<file path="config.mk">
export PLATFORM = sky130hd
export DESIGN_NAME = apsp_ram
export DESIGN_NICKNAME = d
export VERILOG_FILES = /design/src/rtl/apsp_ram.sv
export SDC_FILE = /design/constraint.sdc
export NUM_CORES = 1
export LEC_CHECK = 0
export ABC_AREA = 1
export BUFFER_PORTS_ARGS = -buffer_cell sky130_fd_sc_hd__buf_2
export CAP_MARGIN = 20
export CORE_MARGIN = 3
export CORE_UTILIZATION = 40
export CTS_CLUSTER_SIZE = 28
export DETAILED_ROUTE_END_ITERATION = 10
export SYNTH_ARGS = -nofsm -noshare
export SYNTH_HDL_FRONTEND = slang
export SYNTH_SLANG_ARGS = --single-unit
</file>
<file path="constraint.sdc">
create_clock -name i_clk -period 1.1 [get_ports i_clk]
set_input_delay 0.11 -clock i_clk [delete_from_list [all_inputs] [get_ports i_clk]]
set_output_delay 0.11 -clock i_clk [all_outputs]
set_load 0.01 [all_outputs]
</file>
<file path="src/rtl/apsp_ram.sv">
`default_nettype none

module apsp_ram #(
    parameter int WIDTH = 8,
    parameter int DEPTH = 16
) (
    input  wire logic                     i_clk,
    input  wire logic                     i_we,
    input  wire logic [$clog2(DEPTH)-1:0] i_waddr,
    input  wire logic [WIDTH-1:0]         i_wdata,
    input  wire logic [$clog2(DEPTH)-1:0] i_raddr,
    output      logic [WIDTH-1:0]         o_rdata
);

    logic [WIDTH-1:0] r_mem [DEPTH];
    logic [WIDTH-1:0] r_rdata;

    always_ff @(posedge i_clk) begin
        if (i_we) begin
            r_mem[i_waddr] <= i_wdata;
        end
        r_rdata <= r_mem[i_raddr];
    end

    assign o_rdata = r_rdata;

endmodule

`default_nettype wire

</file>
==> impl_metrics.ini, run 1 <==
[cts]
path_clk_slew_ps = 60
ctsResizeCount = 0
htreeDepth = 4
cts.sinks = 136
hold_buffers = 0
cts_buffers = 17
cts_root_buf = clkbuf_16
cts_setup_buffers = 0
clk_latency_ps = 410
cts_tree = built
ctsLongestPathBuffers = 2

[power_and_ir_drop]
vdd_drop_max_mv = 0.994
switching_share_pct = 20.7
p_comb_share_pct = 5.8
p_seq_share_pct = 47.1
p_sw_mw = 2.57
power_leakage_nw = 2.98
design_power_total_mw = 12.4
p_per_area_nw_per_um2 = 1810
clkPwrFrac_pct = 47.1
intPower_mw = 9.81

[cells_and_area]
fillers = 1267
nNetsFinal = 618
multi_input_area_um2 = 1210
syn2layout_area_growth_pct = 18.4
stdcell_count = 793
diodes = 0
seq_area_um2 = 4000
drive_above_1_share_pct = 14.0
fin_util_pct = 48.8

[synth]
synth_area_um2 = 5770
synth_nets = 569
yosys.area.top_type = edfxtp_1
synthFlopType = edfxtp_1
synth_area_leaders = edfxtp_1 67%, nand2_1 11%, nand3_1 8.4%, inv_1 6.5%, dfxtp_1 2.8%
synth.most_common_cell = nand2_1
synth_compound_area_share_pct = 0
synth_cells = 551
avgSynthCellArea_um2 = 10.5
yosysWarnings = 0
yosysSeqAreaShare_pct = 69.4
synth_top_family_by_area = simple AND/OR/NAND/NOR gates
yosys.area_share.adder_pct = 0
synthXorXnorAreaFrac_pct = 0
synth-async-reset-ratio_pct = 0
synthMuxAreaShare_pct = 0
synth_seq_cells = 136
synth_commonest_cells = 173 x nand2_1, 128 x edfxtp_1, 100 x inv_1, 97 x nand3_1, 17 x nor2_1
yosys.area.top_type_share_pct = 66.7
yosys.area_share.simple_pct = 21.0
synth_cell_types = 12
synth_edf_count = 128

[floorplan]
die_x_um = 126
io_pins = 26
std_cell_rows = 43
fp.coreArea_um2 = 14000
start_util_pct = 41.2
die_h_um = 126
die_area_um2 = 15900

[sta]
clock.fmax_ghz = 0.951
slew_violations = 0
rsz0062_at_grt = no
fin_crit_ps = 1050
setup_viol = 0
hold_viol = 0
slew_headroom_pct = 59.7
skew_ps = 5.32
fin_hold_ws_ps = 77.9
fin_crit_sh_pct = 95.6
tightest_slew_ps = 604
tns_ps = 0

[routing]
route.detailed.drc = 0
dr_total_vias = 3743
drt-vias-per-instance = 4.72
first_iter_violations = 277
wl_per_cell_um = 15.5
detail-route-antenna-nets = 0
totalWireLength_um = 12300
drt_first_pass_iters = 5

[grt]
antenna_found_initial = 0
grt_pass1_wl_um = 19500
grt_pass1_vias = 3681
grt_max_degree = 33
overflow = 0
grt_use_total_pct = 16.2

[critical_path]
required_ps = 990
arrival_ps = 940
startpoint = o_rdata[4]
start_kind = flop
criticalPathCategory = flop to primary output
worst-path-buf-inv = 1
r2r_slack_ps = 130
cp_cell_sequence = buf_2
critical_path_peak_fanout = 1
cp-end-kind = primary output
critPathSlowestCell = dfxtp_1
reg2regPathDepth = 6
r2r-start = r_mem[1][1]
timing.rr.end = o_rdata[1]
slowest_delay_ps = 380
crit_family = flip-flops

[placement]
gp_congestion = 0.801
port_buffers = 25
place_inst = 761
dpl.hpwl_um = 8000

[worst_hold_path]
min_path_type = input port to flop
holdPathStages = 1
holdPathEnd = r_mem[3][1]
worstHoldStart = i_wdata[1]

[flow_run]
drv_cap = 0

[status]
outcome = finished, final reports clean
[worst max path at each step]
stage / to / slack [ps] / cells after the start
floorplan: r_mem[4][0] / 40 / 2
global placement: o_rdata[3] / -110 / 6
detailed placement: o_rdata[5] / -100 / 6
CTS: o_rdata[2] / 20 / 1
global route: o_rdata[2] / 20 / 1
finish: o_rdata[4] / 50 / 1
[power groups by stage]
stage               Clock [mW]  Combinational [mW]  Sequential [mW]
global placement             0               0.715             5.94
global route              6.13               0.806             5.84
CTS                       5.89               0.727             5.84
detailed placement           0               0.722             5.94
finish                    5.83               0.713             5.83
floorplan                    0               0.409             5.95
[registers in the layout, indices dropped and copies added (netlist names)]
register  count
r_mem       128
o_rdata       8
[cells in the final DEF, fill, tap and decap left out]
master      instances
buf_2              25
nand3b_1            2
bufinv_16           4
inv_2               2
clkinv_4            3
clkbuf_1            2
clkinv_2            5
buf_12              4
clkinvlp_4          1
nand3_1            97
nor2_1             17
inv_1             100
edfxtp_1          128
buf_4              25
nand2_1           173
clkbuf_16          17
dfxtp_1             8
[final cells by class]
class | instances | share of cell area (%)
Sequential cell | 136 | 58.6
Multi-Input combinational cell | 289 | 17.8
Timing Repair Buffer | 54 | 5.75
Clock inverter | 13 | 2.62
Tap cell | 180 | 3.30
Inverter | 102 | 5.61
Clock buffer | 19 | 6.34
[through the flow]
step           cell area (um2)  setup WS (ps)
2_1_floorplan             5770           39.2
3_3_place_gp              6220           -107
3_5_place_dp              6220          -96.1
4_1_cts                   6830           24.4
5_1_grt                   6830           24.9
6_report                  6830           48.9
[metal layers]
metal / up-vias / share of wire, % / GRT usage (%) / wire (um)
met5: - / 0 / 0 / 0
met4: 0 / 1.4 / 5.43 / 167
met3: 13 / 4.6 / 4.11 / 566
met2: 67 / 51 / 27.9 / 6300
met1: 1794 / 43 / 20.1 / 5300
li1: 1869 / - / - / -
[kinds of logic (layout without fill, tap and decap cells)]
group | count (synthesis) | count (layout)
flops | 136 | 136
simple gates | 289 | 289
buf+inv | 126 | 188
No activity file was read; power rests on OpenSTA's default activity.
==> inputs of run 2 (changes only) <==
--- a/config.mk
+++ b/config.mk
@@ -8,10 +8,13 @@
 export ABC_AREA = 1
 export BUFFER_PORTS_ARGS = -buffer_cell sky130_fd_sc_hd__buf_2
 export CAP_MARGIN = 20
+export CELL_PAD_IN_SITES_DETAIL_PLACEMENT = 2
+export CELL_PAD_IN_SITES_GLOBAL_PLACEMENT = 2
 export CORE_MARGIN = 3
-export CORE_UTILIZATION = 40
+export CORE_UTILIZATION = 36
 export CTS_CLUSTER_SIZE = 28
 export DETAILED_ROUTE_END_ITERATION = 10
+export PLACE_DENSITY_LB_ADDON = 0.1
 export SYNTH_ARGS = -nofsm -noshare
 export SYNTH_HDL_FRONTEND = slang
 export SYNTH_SLANG_ARGS = --single-unit
==> impl_metrics.ini, run 2 (synthesis results as in run 1) <==
[status]
outcome = finished, final reports clean

[critical_path]
cp_cell_sequence = nand2_1, nand2_1, nand2_1, nand3_1, nand3_2, nand2_1
critPathSlowestCell = edfxtp_1
cp-end-kind = flop
timing.rr.end = o_rdata[5]
r2r_slack_ps = 40
required_ps = 1410
critical_path_peak_fanout = 1
r2r-start = r_mem[2][5]
slowest_delay_ps = 370
arrival_ps = 1360
start_kind = flop
criticalPathCategory = flop to flop
reg2regPathDepth = 6
cpMostUsedCell = nand2_1

[cells_and_area]
regMostFlops = r_mem
largest_register_ffs = 128
nNetsFinal = 623
stdcell_count = 829
drive_above_1_share_pct = 15.2
syn2layout_area_growth_pct = 19.5
mostFrequentLayoutCells = 173 x nand2_1, 128 x edfxtp_1, 100 x inv_1, 90 x nand3_1, 27 x buf_4
fillers = 1643
mostFrequentLayoutCell = nand2_1
diodes = 0
fin_util_pct = 44.7

[routing]
totalWireLength_um = 17100
route.detailed.drc = 0
first_iter_violations = 183
drt-vias-per-instance = 4.86
drt_first_pass_iters = 4
dr_total_vias = 4027
wl_per_cell_um = 20.7
detail-route-antenna-nets = 0

[sta]
skew_ps = 5.39
fin_crit_sh_pct = 96.1
fin_crit_ps = 1060
tightest_slew_ps = 457
rsz0062_at_grt = yes
hold_viol = 0
slew_headroom_pct = 69.5
fin_ws_ps = 43.4
clock.fmax_ghz = 0.946
slew_violations = 0
setup_viol = 0

[placement]
place_inst = 797
dpl.hpwl_um = 11400
port_buffers = 25
dp_slack_ps = -197
gp_congestion = 0.757

[grt]
grt_pass1_vias = 4544
antenna_found_initial = 0
grt_max_degree = 41
overflow = 0
grt_use_total_pct = 20.7
grt_pass1_wl_um = 26800

[flow_run]
drv_cap = 0

[cts]
cts.sinks = 136
clk_latency_ps = 420
cts_root_buf = clkbuf_16
hold_buffers = 0
cts_tree = built
htreeDepth = 4
cts_buffers = 17
path_clk_slew_ps = 60
ctsLongestPathBuffers = 2
cts_setup_buffers = 0

[worst_hold_path]
min_path_type = input port to flop
holdPathStages = 1
holdPathEnd = r_mem[1][1]
worstHoldStart = i_wdata[1]

[floorplan]
fp.coreArea_um2 = 15400
io_pins = 26
die_h_um = 133
start_util_pct = 37.4
std_cell_rows = 45
die_x_um = 133
die_area_um2 = 17600

[power_and_ir_drop]
power_leakage_nw = 2.99
p_per_area_nw_per_um2 = 1710
vdd_drop_max_mv = 1.06
design_power_total_mw = 11.8
## run 2: changes by cell type in the layout (fill, tap and decap cells not counted), sizes merged
cell,delta
buf,+5
bufinv,-3
clkinv,+2
clkinvlp,+1
## run 2: through the flow
step | cell area (um2) | TNS (ps) | hold WS (ps)
floorplan | 5770 | 0 | 209
global placement | 6330 | -2230 | 506
detailed placement | 6330 | -4390 | 511
CTS | 6870 | 0 | 102
global route | 6890 | -63.1 | 113
finish | 6890 | 0 | 108
## run 2: worst max path at each step
stage / from / endpoint / slack [ps] / cells after the start
after floorplan: i_waddr[3] / r_mem[4][0] / 40 / 2
after global placement: i_raddr[0] / o_rdata[1] / -120 / 8
after detailed placement: i_raddr[0] / o_rdata[0] / -200 / 8
after CTS: r_mem[2][2] / o_rdata[2] / 20 / 6
after global routing: r_mem[2][5] / o_rdata[5] / -60 / 6
final: r_mem[2][5] / o_rdata[5] / 40 / 6
## run 2: layout make-up
type	instances	area (um2)	share of cell area, %
Multi-Input combinational cell	289	1250	18.1
Inverter	102	383	5.56
Clock buffer	19	433	6.28
Clock inverter	13	87.6	1.27
Timing Repair Buffer	59	468	6.79
Sequential cell	136	4010	58.1
Tap cell	211	264	3.83
## run 2: report_power, final
| part | internal [mW] | total (mW) | switching (mW) | leakage [nW] |
|---|---|---|---|---|
| Combinational | 0.269 | 0.853 | 0.584 | 1.51 |
| Sequential | 5.80 | 5.84 | 0.0427 | 1.22 |
| Clock | 3.03 | 5.11 | 2.08 | 0.251 |
| Total | 9.10 | 11.8 | 2.71 | 2.99 |
## run 2: metal layers
| metal | GRT usage (%) | routed length [um] | vias to the layer above |
|---|---|---|---|
| met2 | 35.9 | 8940 | 54 |
| met1 | 26.5 | 7490 | 2070 |
| met3 | 3.46 | 471 | 17 |
| li1 | - | - | 1886 |
| met5 | 0 | 0 | - |
| met4 | 6.87 | 234 | 0 |
## run 2: worst max-delay path, delay by kind of cell, from the launching register on
kind	cells	cell delay [ps]
AND/OR/NAND/NOR	6	570
flip-flops	1	370
## run 2: repair_timing
action	in CTS	in global routing
setup endpoints to repair	3	5
pin swaps	0	3
gates resized for setup	4	5
